$ cat src/cursor_doubly_linked_list_macros.svh
// assertion macros for the cursor doubly linked list
// no dependencies
`ifndef CURSOR_DOUBLY_LINKED_LIST_MACROS_SVH
`define CURSOR_DOUBLY_LINKED_LIST_MACROS_SVH
`ifndef SYNTH
`define CDLL_ASSERT_IMPL(label, clk, rst_n, a, c) \
    label: assert property (@(posedge clk) disable iff (!rst_n) (a) |-> (c)) \
        else $error("assertion failed");
`define CDLL_ASSERT_NEXT(label, clk, rst_n, a, c) \
    label: assert property (@(posedge clk) disable iff (!rst_n) (a) |=> (c)) \
        else $error("assertion failed");
`else
`define CDLL_ASSERT_IMPL(label, clk, rst_n, a, c)
`define CDLL_ASSERT_NEXT(label, clk, rst_n, a, c)
`endif
`endif

$ cat src/cdll_pkg.sv
// shared types and codes for the cursor doubly linked list
// no dependencies
package cdll_pkg;

    typedef enum logic [3:0] {
        FN_FIRST      = 4'd0,
        FN_NEXT       = 4'd1,
        FN_LAST       = 4'd2,
        FN_PREV       = 4'd3,
        FN_PUSH_FRONT = 4'd4,
        FN_PUSH_BACK  = 4'd5,
        FN_PUSH_AFTER = 4'd6,
        FN_POP_FRONT  = 4'd7,
        FN_POP_BACK   = 4'd8,
        FN_POP_CURSOR = 4'd9,
        FN_CLEAR      = 4'd10
    } func_t;

    localparam logic [1:0] ST_OK   = 2'd0;
    localparam logic [1:0] ST_NULL = 2'd1;
    localparam logic [1:0] ST_FULL = 2'd2;

    typedef enum logic [3:0] {
        S_IDLE,
        S_RD,
        S_EXEC,
        S_FIX1,
        S_FIX2,
        S_CLEAR,
        S_DONE,
        S_INIT
    } state_t;

    typedef struct packed {
        logic load;
        logic read;
        logic exec;
        logic fix1;
        logic fix2;
        logic clr_step;
        logic clr_start;
        logic finish;
    } ctrl_t;

    typedef struct packed {
        logic clr_last;
        logic need_fix2;
    } stat_t;

endpackage

$ cat src/cdll_ctrl.sv
// controller state machine for the cursor doubly linked list
// depends on cdll_pkg
module cdll_ctrl (
    input  logic            clk,
    input  logic            rst_n,
    input  logic            start,
    input  logic            is_clear,
    input  cdll_pkg::stat_t stat,
    output cdll_pkg::ctrl_t ctrl,
    output logic            busy
);
    import cdll_pkg::*;

    state_t state_reg, state_next;

    always_ff @(posedge clk or negedge rst_n)
    begin
        if (!rst_n)
        begin
            state_reg <= S_INIT;
        end
        else
        begin
            state_reg <= state_next;
        end
    end

    always_comb
    begin
        state_next = state_reg;
        unique case (state_reg)
            S_IDLE:  if (start) state_next = is_clear ? S_CLEAR : S_RD;
            S_RD:    state_next = S_EXEC;
            S_EXEC:  state_next = S_FIX1;
            S_FIX1:  state_next = stat.need_fix2 ? S_FIX2 : S_DONE;
            S_FIX2:  state_next = S_DONE;
            S_CLEAR: if (stat.clr_last) state_next = S_DONE;
            S_DONE:  state_next = S_IDLE;
            S_INIT:  if (stat.clr_last) state_next = S_IDLE;
            default: state_next = S_IDLE;
        endcase
    end

    always_comb
    begin
        ctrl = '0;
        ctrl.load = (state_reg == S_IDLE) && start;
        ctrl.clr_start = ctrl.load && is_clear;
        ctrl.read = (state_reg == S_RD);
        ctrl.exec = (state_reg == S_EXEC);
        ctrl.fix1 = (state_reg == S_FIX1);
        ctrl.fix2 = (state_reg == S_FIX2);
        ctrl.clr_step = (state_reg == S_CLEAR) || (state_reg == S_INIT);
        ctrl.finish = (state_reg == S_DONE);
        busy = (state_reg != S_IDLE);
    end

endmodule

$ cat src/cdll_dp.sv
// datapath for the cursor doubly linked list: node memories and pointers
// depends on cdll_pkg
module cdll_dp #(
    parameter int CAPACITY   = 16,
    parameter int DATA_WIDTH = 32
) (
    input  logic                  clk,
    input  logic                  rst_n,
    input  cdll_pkg::ctrl_t       ctrl,
    input  logic [3:0]            func,
    input  logic [DATA_WIDTH-1:0] data_in,
    output cdll_pkg::stat_t       stat,
    output logic [DATA_WIDTH-1:0] data_out,
    output logic [1:0]            status,
    output logic                  done
);
    import cdll_pkg::*;

    localparam int PW = $clog2(CAPACITY + 1);
    localparam int IW = (CAPACITY > 1) ? $clog2(CAPACITY) : 1;
    localparam logic [PW-1:0] NONE = PW'(CAPACITY);

    logic [DATA_WIDTH-1:0] mem_data [CAPACITY];
    logic [PW-1:0]         mem_next [CAPACITY];
    logic [PW-1:0]         mem_prev [CAPACITY];

    logic [PW-1:0] head_reg, tail_reg, cur_reg, free_reg;
    logic [PW-1:0] used_reg;
    logic [3:0]    func_reg;
    logic [DATA_WIDTH-1:0] din_reg;
    logic [PW-1:0] tgt_reg;
    logic [PW-1:0] clr_reg;
    logic [DATA_WIDTH-1:0] rd_data_reg;
    logic [PW-1:0] rd_next_reg, rd_prev_reg, rd_fnext_reg;
    logic [PW-1:0] new_reg;
    logic [DATA_WIDTH-1:0] res_data_reg;
    logic [1:0]    res_st_reg;
    logic          fix2_reg;
    logic          done_reg;
    logic [DATA_WIDTH-1:0] nav_data_reg;
    logic          nav_ok_reg;

    logic [PW-1:0] tgt;
    logic          tgt_ok;
    logic          is_push;
    logic          is_nav;

    function automatic logic isn(input logic [PW-1:0] p);
        return p < NONE;
    endfunction

    always_comb
    begin
        tgt = cur_reg;
        unique case (func)
            FN_FIRST, FN_POP_FRONT: tgt = head_reg;
            FN_LAST, FN_POP_BACK, FN_PUSH_BACK: tgt = tail_reg;
            default: tgt = cur_reg;
        endcase
    end

    assign tgt_ok = isn(tgt_reg);
    assign is_push = (func_reg == FN_PUSH_FRONT) || (func_reg == FN_PUSH_BACK)
                     || (func_reg == FN_PUSH_AFTER);
    assign is_nav = (func_reg == FN_NEXT) || (func_reg == FN_PREV);
    assign stat.clr_last = (clr_reg == NONE - PW'(1));
    assign stat.need_fix2 = fix2_reg;
    assign data_out = res_data_reg;
    assign status = res_st_reg;
    assign done = done_reg;

    // memory access: clocked reads, one to three writes per step
    always_ff @(posedge clk)
    begin
        if (ctrl.read)
        begin
            rd_data_reg  <= mem_data[tgt_reg[IW-1:0]];
            rd_next_reg  <= mem_next[tgt_reg[IW-1:0]];
            rd_prev_reg  <= mem_prev[tgt_reg[IW-1:0]];
            rd_fnext_reg <= mem_next[free_reg[IW-1:0]];
        end
        if (ctrl.clr_step)
        begin
            mem_next[clr_reg[IW-1:0]] <= (clr_reg == NONE - PW'(1)) ? NONE
                                         : clr_reg + PW'(1);
            mem_prev[clr_reg[IW-1:0]] <= NONE;
        end
        if (ctrl.exec)
        begin
            unique case (func_reg)
                FN_PUSH_FRONT, FN_PUSH_BACK, FN_PUSH_AFTER:
                    if (isn(free_reg))
                    begin
                        mem_data[free_reg[IW-1:0]] <= din_reg;
                        if (func_reg == FN_PUSH_FRONT || !tgt_ok)
                        begin
                            mem_next[free_reg[IW-1:0]] <= head_reg;
                            mem_prev[free_reg[IW-1:0]] <= NONE;
                        end
                        else
                        begin
                            mem_next[free_reg[IW-1:0]] <= rd_next_reg;
                            mem_prev[free_reg[IW-1:0]] <= tgt_reg;
                        end
                    end
                FN_POP_FRONT, FN_POP_BACK, FN_POP_CURSOR:
                    if (tgt_ok)
                    begin
                        mem_next[tgt_reg[IW-1:0]] <= free_reg;
                        mem_prev[tgt_reg[IW-1:0]] <= NONE;
                    end
                default: ;
            endcase
        end
        if (ctrl.fix1)
        begin
            unique case (func_reg)
                FN_PUSH_FRONT, FN_PUSH_BACK, FN_PUSH_AFTER:
                    if (isn(new_reg))
                    begin
                        if (func_reg == FN_PUSH_FRONT || !tgt_ok)
                        begin
                            if (isn(head_reg))
                                mem_prev[head_reg[IW-1:0]] <= new_reg;
                        end
                        else
                        begin
                            mem_next[tgt_reg[IW-1:0]] <= new_reg;
                        end
                    end
                FN_POP_FRONT, FN_POP_BACK, FN_POP_CURSOR:
                    if (tgt_ok && isn(rd_next_reg))
                        mem_prev[rd_next_reg[IW-1:0]] <= rd_prev_reg;
                default: ;
            endcase
            nav_data_reg <= mem_data[tgt_reg[IW-1:0]];
        end
        if (ctrl.fix2)
        begin
            unique case (func_reg)
                FN_POP_FRONT, FN_POP_BACK, FN_POP_CURSOR:
                    if (isn(rd_prev_reg))
                        mem_next[rd_prev_reg[IW-1:0]] <= rd_next_reg;
                default:
                    if (isn(rd_next_reg))
                        mem_prev[rd_next_reg[IW-1:0]] <= new_reg;
            endcase
        end
    end

    always_ff @(posedge clk or negedge rst_n)
    begin
        if (!rst_n)
        begin
            head_reg <= NONE;
            tail_reg <= NONE;
            cur_reg  <= NONE;
            free_reg <= '0;
            used_reg <= '0;
            clr_reg  <= '0;
            done_reg <= 1'b0;
            fix2_reg <= 1'b0;
            res_st_reg <= ST_OK;
            res_data_reg <= '0;
            func_reg <= '0;
            din_reg  <= '0;
            tgt_reg  <= NONE;
            new_reg  <= NONE;
        end
        else
        begin
            done_reg <= ctrl.finish;
            if (ctrl.load)
            begin
                func_reg <= func;
                din_reg  <= data_in;
                tgt_reg  <= tgt;
                res_data_reg <= '0;
                res_st_reg <= ctrl.clr_start ? ST_OK : ST_NULL;
                fix2_reg <= 1'b0;
                if (func == FN_PUSH_BACK)
                    cur_reg <= tail_reg;
                if (ctrl.clr_start)
                    clr_reg <= '0;
            end
            if (ctrl.clr_step)
            begin
                clr_reg <= clr_reg + PW'(1);
                if (stat.clr_last)
                begin
                    head_reg <= NONE;
                    tail_reg <= NONE;
                    cur_reg  <= NONE;
                    free_reg <= '0;
                    used_reg <= '0;
                end
            end
            if (ctrl.exec)
            begin
                new_reg <= (is_push && isn(free_reg)) ? free_reg : NONE;
                unique case (func_reg)
                    FN_FIRST, FN_LAST:
                        if (tgt_ok)
                        begin
                            cur_reg <= tgt_reg;
                            res_data_reg <= rd_data_reg;
                            res_st_reg <= ST_OK;
                        end
                    FN_NEXT, FN_PREV:
                        if (tgt_ok)
                        begin
                            tgt_reg <= (func_reg == FN_NEXT) ? rd_next_reg : rd_prev_reg;
                        end
                    FN_PUSH_FRONT, FN_PUSH_BACK, FN_PUSH_AFTER:
                        if (!isn(free_reg))
                        begin
                            res_st_reg <= ST_FULL;
                        end
                        else
                        begin
                            free_reg <= rd_fnext_reg;
                            used_reg <= used_reg + PW'(1);
                            res_st_reg <= ST_OK;
                            if (func_reg != FN_PUSH_FRONT && tgt_ok)
                            begin
                                if (!isn(rd_next_reg))
                                    tail_reg <= free_reg;
                                fix2_reg <= 1'b1;
                            end
                        end
                    FN_POP_FRONT, FN_POP_BACK, FN_POP_CURSOR:
                    begin
                        cur_reg <= NONE;
                        if (tgt_ok)
                        begin
                            res_data_reg <= rd_data_reg;
                            res_st_reg <= ST_OK;
                            free_reg <= tgt_reg;
                            if (used_reg != '0)
                                used_reg <= used_reg - PW'(1);
                            if (tgt_reg == head_reg)
                                head_reg <= rd_next_reg;
                            if (tgt_reg == tail_reg)
                                tail_reg <= rd_prev_reg;
                            fix2_reg <= 1'b1;
                        end
                    end
                    default: ;
                endcase
            end
            if (ctrl.fix1 && is_nav)
            begin
                fix2_reg <= 1'b0;
            end
            // push at the front, or with no valid target, links in the new head as the old head is fixed
            if (ctrl.fix1 && is_push && isn(new_reg)
                && (func_reg == FN_PUSH_FRONT || !tgt_ok))
            begin
                head_reg <= new_reg;
                if (!isn(head_reg))
                    tail_reg <= new_reg;
            end
            if (ctrl.finish && is_nav && isn(tgt_reg) && nav_ok_reg)
            begin
                cur_reg <= tgt_reg;
                res_data_reg <= nav_data_reg;
                res_st_reg <= ST_OK;
            end
        end
    end

    always_ff @(posedge clk or negedge rst_n)
    begin
        if (!rst_n)
            nav_ok_reg <= 1'b0;
        else if (ctrl.load)
            nav_ok_reg <= 1'b0;
        else if (ctrl.exec)
            nav_ok_reg <= tgt_ok;
    end

endmodule

$ cat src/cursor_doubly_linked_list.sv
// cursor doubly linked list over a pool of nodes
// depends on cdll_pkg, cdll_ctrl, cdll_dp, cursor_doubly_linked_list_macros.svh
//
// one command transaction: start with func and data_in while busy is low;
// busy rises the next cycle. one result comes back on data_out and status
// with done high for exactly one cycle; the receiver cannot stall it.
// navigation, push and pop go from start to done through one memory read
// stage, one execute stage and one or two link fix stages. push back or
// after an existing node with room in the pool, and pop of an existing
// node, use two fix stages, the rest one. clear sweeps the pool one node
// per cycle. busy is low while done is high, so the next command may be
// accepted in the done cycle. after reset an init sweep chains every node
// on the free list while busy is high, and no result is produced; then the
// list is empty and the cursor is none.
// status 0 ok, 1 nothing there, 2 pool full with the push dropped.
module cursor_doubly_linked_list #(
    parameter int CAPACITY   = 16,
    parameter int DATA_WIDTH = 32
) (
    input  logic                  clk,
    input  logic                  rst_n,
    input  logic                  start,
    output logic                  busy,
    input  logic [3:0]            func,
    input  logic [DATA_WIDTH-1:0] data_in,
    output logic                  done,
    output logic [DATA_WIDTH-1:0] data_out,
    output logic [1:0]            status
);
    import cdll_pkg::*;
    `include "cursor_doubly_linked_list_macros.svh"

    ctrl_t ctrl;
    stat_t stat;

    cdll_ctrl u_ctrl (
        .clk      (clk),
        .rst_n    (rst_n),
        .start    (start),
        .is_clear (func == FN_CLEAR),
        .stat     (stat),
        .ctrl     (ctrl),
        .busy     (busy)
    );

    cdll_dp #(
        .CAPACITY   (CAPACITY),
        .DATA_WIDTH (DATA_WIDTH)
    ) u_dp (
        .clk      (clk),
        .rst_n    (rst_n),
        .ctrl     (ctrl),
        .func     (func),
        .data_in  (data_in),
        .stat     (stat),
        .data_out (data_out),
        .status   (status),
        .done     (done)
    );

    `CDLL_ASSERT_NEXT(a_start_busy, clk, rst_n, start && !busy, busy)
    `CDLL_ASSERT_IMPL(a_done_busy, clk, rst_n, ctrl.finish, busy)
    `CDLL_ASSERT_IMPL(a_status_range, clk, rst_n, done, status != 2'd3)
    `CDLL_ASSERT_IMPL(a_null_zero, clk, rst_n, done && status != ST_OK, data_out == '0)

endmodule

$ cat config.mk
export PLATFORM = sky130hd
export DESIGN_NAME = cursor_doubly_linked_list
export DESIGN_NICKNAME = d
export VERILOG_FILES = /design/src/cdll_pkg.sv /design/src/cdll_ctrl.sv /design/src/cdll_dp.sv /design/src/cursor_doubly_linked_list.sv
export VERILOG_INCLUDE_DIRS = /design/src /design/src/src
export SDC_FILE = /design/constraint.sdc
export NUM_CORES = 1
export LEC_CHECK = 0
export BUFFER_PORTS_ARGS = -buffer_cell sky130_fd_sc_hd__buf_4
export CORE_AREA = 5 5 248 298
export CTS_CLUSTER_DIAMETER = 100
export DETAILED_ROUTE_END_ITERATION = 16
export DIE_AREA = 0 0 253 303
export PLACE_DENSITY = 0.77
export SLEW_MARGIN = 20
export SYNTH_ARGS = -nofsm -noshare
export SYNTH_HDL_FRONTEND = slang
export SYNTH_SLANG_ARGS = --single-unit
$ cat constraint.sdc
create_clock -name clk -period 8.65 [get_ports clk]
set_input_delay 1.2975 -clock clk [delete_from_list [all_inputs] [get_ports clk]]
set_output_delay 1.2975 -clock clk [all_outputs]
set_load 0.02 [all_outputs]
After elaboration in Yosys (flattened, before gate mapping). Memory sizes are Yosys's and may differ from the RTL's. A register that Yosys moved wholly into a read port is not among the register bits. Index checks and enable logic that the tools add are counted. W data, S select, Z words.

Register bits after elaboration: 176. Word-level logic and storage cells: 237. Bits of input ports: 39. Output and inout bits: 36. Memory bits (writable): 672. Memories kept: 3.

Memory list: u_dp.mem_data (depth 16, bits a word 32, read ports 1, clocked after memory_dff 0, wr ports 1, RTL line cdll_dp.sv:23) `logic [DATA_WIDTH-1:0] mem_data [CAPACITY];`; u_dp.mem_next (depth 16, bits a word 5, read ports 2, clocked after memory_dff 2, wr ports 1, RTL line cdll_dp.sv:24) `logic [PW-1:0] mem_next [CAPACITY];`; u_dp.mem_prev (depth 16, bits a word 5, read ports 1, clocked after memory_dff 1, wr ports 1, RTL line cdll_dp.sv:25) `logic [PW-1:0] mem_prev [CAPACITY];`.

Muxes and demuxes: 137. Bitwise gates (word level): 4. Reduce and logical (&&, ||, !) cells: 41. Magnitude comparators: 6. Equality and inequality tests: 28. Add/sub/neg operators: 1.

Operators by type and width (count): $mux W5 (50); $mux W32 (5); $mux W1 (58); $eq A4 B3 Y1 const B (10); $mux W4 (10); $pmux W5 S2 (4); $reduce_or A5 Y1 (8); $lt A5 B5 Y1 const B (6); $pmux W4 S7 (1); $eq A4 B2 Y1 const B (5); $eq A4 B4 Y1 const B (4); $logic_and A1 B1 Y1 (12); $logic_not A4 Y1 (3); $mux W2 (6); $eq A5 B5 Y1 (2); $reduce_or A3 Y1 (3); $eq A4 B1 Y1 const B (2); $ne A2 B2 Y1 const B (3); $reduce_bool A2 Y1 (3); $reduce_or A2 Y1 (3); $add A5 B1 Y5 const B (1); $eq A5 B4 Y1 const B (1); $logic_or A1 B1 Y1 (5); $ne A4 B3 Y1 const B (1); 8 further kinds (11).

Depth between registers and ports, before layout.
Word-level depth: 14. Depth in mapped cells: 10. Gate-level depth less buffers: 7.

Modules after synthesis. A second synthesis with hierarchy kept.

Cell total of the unflattened synthesis: 2431. Area total of the unflattened synthesis: 38951.1 µm².

By module, submodules not included: cdll_dp (instances 1, sequential area each 25260.5 µm², area an instance 38688.4 µm², cells each 2399); cdll_ctrl (instances 1, sequential area each 78.8 µm², area an instance 250.2 µm², cells each 31); cursor_doubly_linked_list (instances 1, sequential area each 0.0 µm², area an instance 12.5 µm², cells each 1).

Least setup slack after synthesis. Ideal clock, no wire load.

Kind: reg2reg. From: register u_ctrl.state_reg[1]. To: memory u_dp.mem_data[12][0] (enable). Path slack: 4.041 ns. Data arrival time: 4.149 ns. Cell stages (with the launch flop): 8. Cells stage by stage: dfstp_2 > buf_2 > or3b_1 > clkbuf_1 > nor4_1 > clkbuf_1 > nand3_1 > nor3_1.

Longest elaborated chain between the ends: 3.

Ends and longest elaborated chain: start, declared (RTL line cdll_ctrl.sv:14) `state_t state_reg, state_next;`; start signal, assigned (RTL line cdll_ctrl.sv:24) `state_reg <= state_next;`; $eq A4 B2 Y1 (RTL line cdll_ctrl.sv:50) `ctrl.exec = (state_reg == S_EXEC);`; $mux W1 (RTL line cdll_dp.sv:88) `if (ctrl.exec)`; $mux W1 (not written as such) (RTL line cdll_dp.sv:94) `mem_data[free_reg[IW-1:0]] <= din_reg;`; end, declared (RTL line cdll_dp.sv:23).

Every way passes these cells.

Worst setup path in the final report.
From: register u_ctrl.state_reg[1]. To: memory u_dp.mem_next[0][0] (netlist bit) (enable).

Longest elaborated chain between the ends: 8. Elaborated cells on any way between the ends: 29. Classes of those cells: eq/ne: 5; mux: 18; bitwise: 2; reduce/logical: 4.

Ends and longest elaborated chain (RTL line): $eq A4 B2 Y1 (cdll_ctrl.sv:50); $mux W1 (cdll_dp.sv:88); $mux W1, on equally long branches (cdll_dp.sv:97, cdll_dp.sv:102); $or A1 B1 Y1 (no source line); $reduce_or A5 Y1 (no source line); $mux W4 (no source line) / $mux W1 (equally long branches) (3 in a row); end, declared (cdll_dp.sv:24).

Several ways; a longest one is shown, not always the timed one.

==> results.tsv <==
stage	metric	value	unit
synthesis	synth_top_cell_by_area	edfxtp_1	
synthesis	yosys_warnings	0	
global_routing	grt_pass1_vias	20200	
clock_tree	root_buffer	clkbuf_16	
flow_run	cap_violations	0	
pwr	p_leak	13.4	nW
critical_path	cp_max_fo	18	
final_layout	drive_gt1_frac	0.265	
final_layout	fillers	5144	
final_layout	multiInputGateArea	9280	sq um
floorplanning	die_x	253	um
critical_path	critPathLaunchType	flip-flop	
synthesis	ys.flop_type	edfxtp_1	
timing	slew_headroom	0.234	
floorplanning	die_h	303	um
critical_path	r2r_start	u_ctrl.state_reg[1]$_DFFE_PN1P_	
critical_path	end_kind	flip-flop	
worst_hold_path	hold_path_class	flip-flop to flip-flop	
final_layout	largest_register_ffs	512	
synthesis	synth-seq-area-share	0.725	
timing	worst_slew_pin_slew	1.14	ns
placement	dp_hpwl	46900	um
critical_path	critical_path_class	flip-flop to flip-flop	
floorplanning	design.core.area	70700	sq um
status	status	complete, no violations	
routing	wl	89000	um
floorplanning	io_pins	75	
synthesis	synth_cell_types	73	
routing	drt-initial-drc-count	2493	
floorplanning	rows	107	
worst_hold_path	hold_start	u_dp.nav_data_reg[4]$_DFFE_PP_	
clock_tree	clock_sinks	862	
critical_path	r2r_slack	4.65	ns
clock_tree	h-tree-depth	3	
routing	firstDrtPassIters	6	
timing	drv_slew	0	
clock_tree	post_cts_buffers	0	
timing	finalHoldViolations	0	
global_routing	grt_pass1_wl	132000	um
routing	drcViolationCount	0	
global_routing	gr-usage-all-layers	0.232	
placement	place_congestion	0.944	
synthesis	syn_avg_cell_area	18.4	sq um
placement	port_buffers	74	
timing	min_period	4.00	ns
clock_tree	cts_inserted_buffers	81	
clock_tree	clk_transition_reported_paths	0.06	ns
final_layout	final_common_cell	edfxtp_1	
timing	setup_viol	0	
routing	ant_nets	0	
floorplanning	die-area	76700	sq um
final_layout	syn_to_final_growth	13.3	%
synthesis	async_flop_share	0.129	
final_layout	regArea	25400	sq um
synthesis	syn_nets	1939	
timing	max_freq	0.250	GHz
routing	wl_per_cell	30.0	um
timing	final.setup.tns	0	ns
clock_tree	cts_tree	built	
pwr	power	13.6	mW
floorplanning	start_util	0.494	
critical_path	worstPathRequired	8.91	ns
worst_hold_path	min_path_cells	2	
routing	num_vias	19400	
timing	fin_crit_sh	0.462	
clock_tree	clock_path_buffers	3	
final_layout	mostFrequentLayoutCells	751 x edfxtp_1, 235 x mux4_2, 190 x nand2_1	
clock_tree	clk_latency	0.66	ns
timing	rsz0062_at_grt	no	
critical_path	worst_r2r_path_depth	6	
routing	vias_per_cell	6.53	
worst_hold_path	hold_end	u_dp.data_out[4]$_DFF_PN0_	
final_layout	n_antenna_cell	0	
synthesis	synthCells	1898	
global_routing	antenna_found_initial	1	
pwr	power_density	343	nW/um^2
pwr	vdd_ir_drop_max	0.368	mV
timing	finalClockSkew	0.0338	ns
synthesis	yosys-top-cells-area	edfxtp_1 65%, mux4_2 15%, dfrtp_1 7.4%	
synthesis	ys_seq_elements	862	
global_routing	grt_max_degree	110	
clock_tree	postCtsHoldBufs	0	
global_routing	grt-ovfl-total	0	
clock_tree	ctsResizeCount	0	
final_layout	fin_nets	2011	
synthesis	synth_top_area_share	0.646	
critical_path	r2r_end	u_dp.mem_next[0][0]$_DFFE_PP_	
synthesis	synth_edf_count	751	
synthesis	syn-cell-area	34900	sq um
critical_path	arrival	4.25	ns
[layer usage]
metal  up-vias  track usage  share of wire
met4         0       0.0969          0.042
met1     10000        0.302           0.36
met3       251       0.0408          0.087
met2      1228        0.392           0.51
met5         -            0              0
li1       7836            -              -
[Yosys cell counts (5+ instances only)]
cell type	instances
edfxtp_1	751
mux4_2	235
nand2_1	190
dfrtp_1	103
clkbuf_1	87
nor2_1	71
o21ai_0	68
a21oi_1	52
and3_1	42
nor3_1	24
nand3_1	23
buf_1	20
mux2i_1	14
nor4_1	13
a31oi_1	12
buf_2	12
nand3b_1	11
a22oi_1	10
a221o_1	9
o22ai_1	9
dfstp_2	8
and2_1	7
xnor2_1	7
a211oi_1	6
inv_1	6
nor3b_1	6
nor4b_1	6
a211o_1	5
a21o_1	5
a32o_1	5
or3_1	5
[area by class of cell]
class | instances | area share
clock inverter | 58 | 0.0205
inverter | 6 | 0.000569
multi-input combinational | 909 | 0.234
sequential | 862 | 0.640
tap | 926 | 0.0293
clock buffer | 93 | 0.0534
timing repair buffer | 110 | 0.0215
[kinds of logic after synthesis]
kind of cell / Yosys count / share of synthesized area
flip-flops: 862 / 0.725
AND/OR/NAND/NOR: 423 / 0.0582
multiplexers: 253 / 0.157
AO/OA/AOI/OAI: 221 / 0.0419
buffers and inverters: 127 / 0.0145
XOR/XNOR: 10 / 0.00251
adder cells (fa/ha/maj): 2 / 0.000716
[per-stage QoR]
step | worst slack, ns | utilization | hold WS, ns | instance area, sq um | cells
6_report | 4.65 | 0.560 | 0.448 | 39600 | 2964
5_1_grt | 4.23 | 0.560 | 0.478 | 39600 | 2964
4_1_cts | 4.51 | 0.560 | 0.449 | 39600 | 2964
3_5_place_dp | 4.53 | 0.518 | 0.436 | 36600 | 2813
3_3_place_gp | 4.71 | 0.518 | 0.428 | 36600 | 2813
2_1_floorplan | 4.04 | - | 0.426 | 34900 | 1898
[how the worst max path moves through the flow]
stage	from	end	slack, ns
finish	u_ctrl.state_reg[1]$_DFFE_PN1P_	u_dp.mem_next[0][0]$_DFFE_PP_	4.65
global route	u_ctrl.state_reg[1]$_DFFE_PN1P_	u_dp.mem_next[0][0]$_DFFE_PP_	4.23
CTS	u_ctrl.state_reg[1]$_DFFE_PN1P_	u_dp.mem_next[8][4]$_DFFE_PP_	4.51
detailed placement	u_ctrl.state_reg[1]$_DFFE_PN1P_	u_dp.mem_next[8][4]$_DFFE_PP_	4.53
global placement	u_ctrl.state_reg[1]$_DFFE_PN1P_	u_dp.mem_next[8][0]$_DFFE_PP_	4.71
floorplan	u_ctrl.state_reg[1]$_DFFE_PN1P_	u_dp.mem_data[12][0]$_DFFE_PP_	4.04
[report_power, final]
| part | total, mW | switching, mW | internal, mW |
|---|---|---|---|
| Combinational | 3.38 | 1.87 | 1.51 |
| Clock | 3.89 | 1.62 | 2.27 |
| Sequential | 6.30 | 0.770 | 5.53 |
[critical path, stage by stage, from the launching register on]
cell and delay, ns:
dfstp_2 0.71, nor4b_1 0.46, nand3_1 0.57, mux2_2 0.46, mux2_4 0.27, a21o_1 0.25, nor4_1 0.90
No activity file was read; power rests on OpenSTA's default activity.
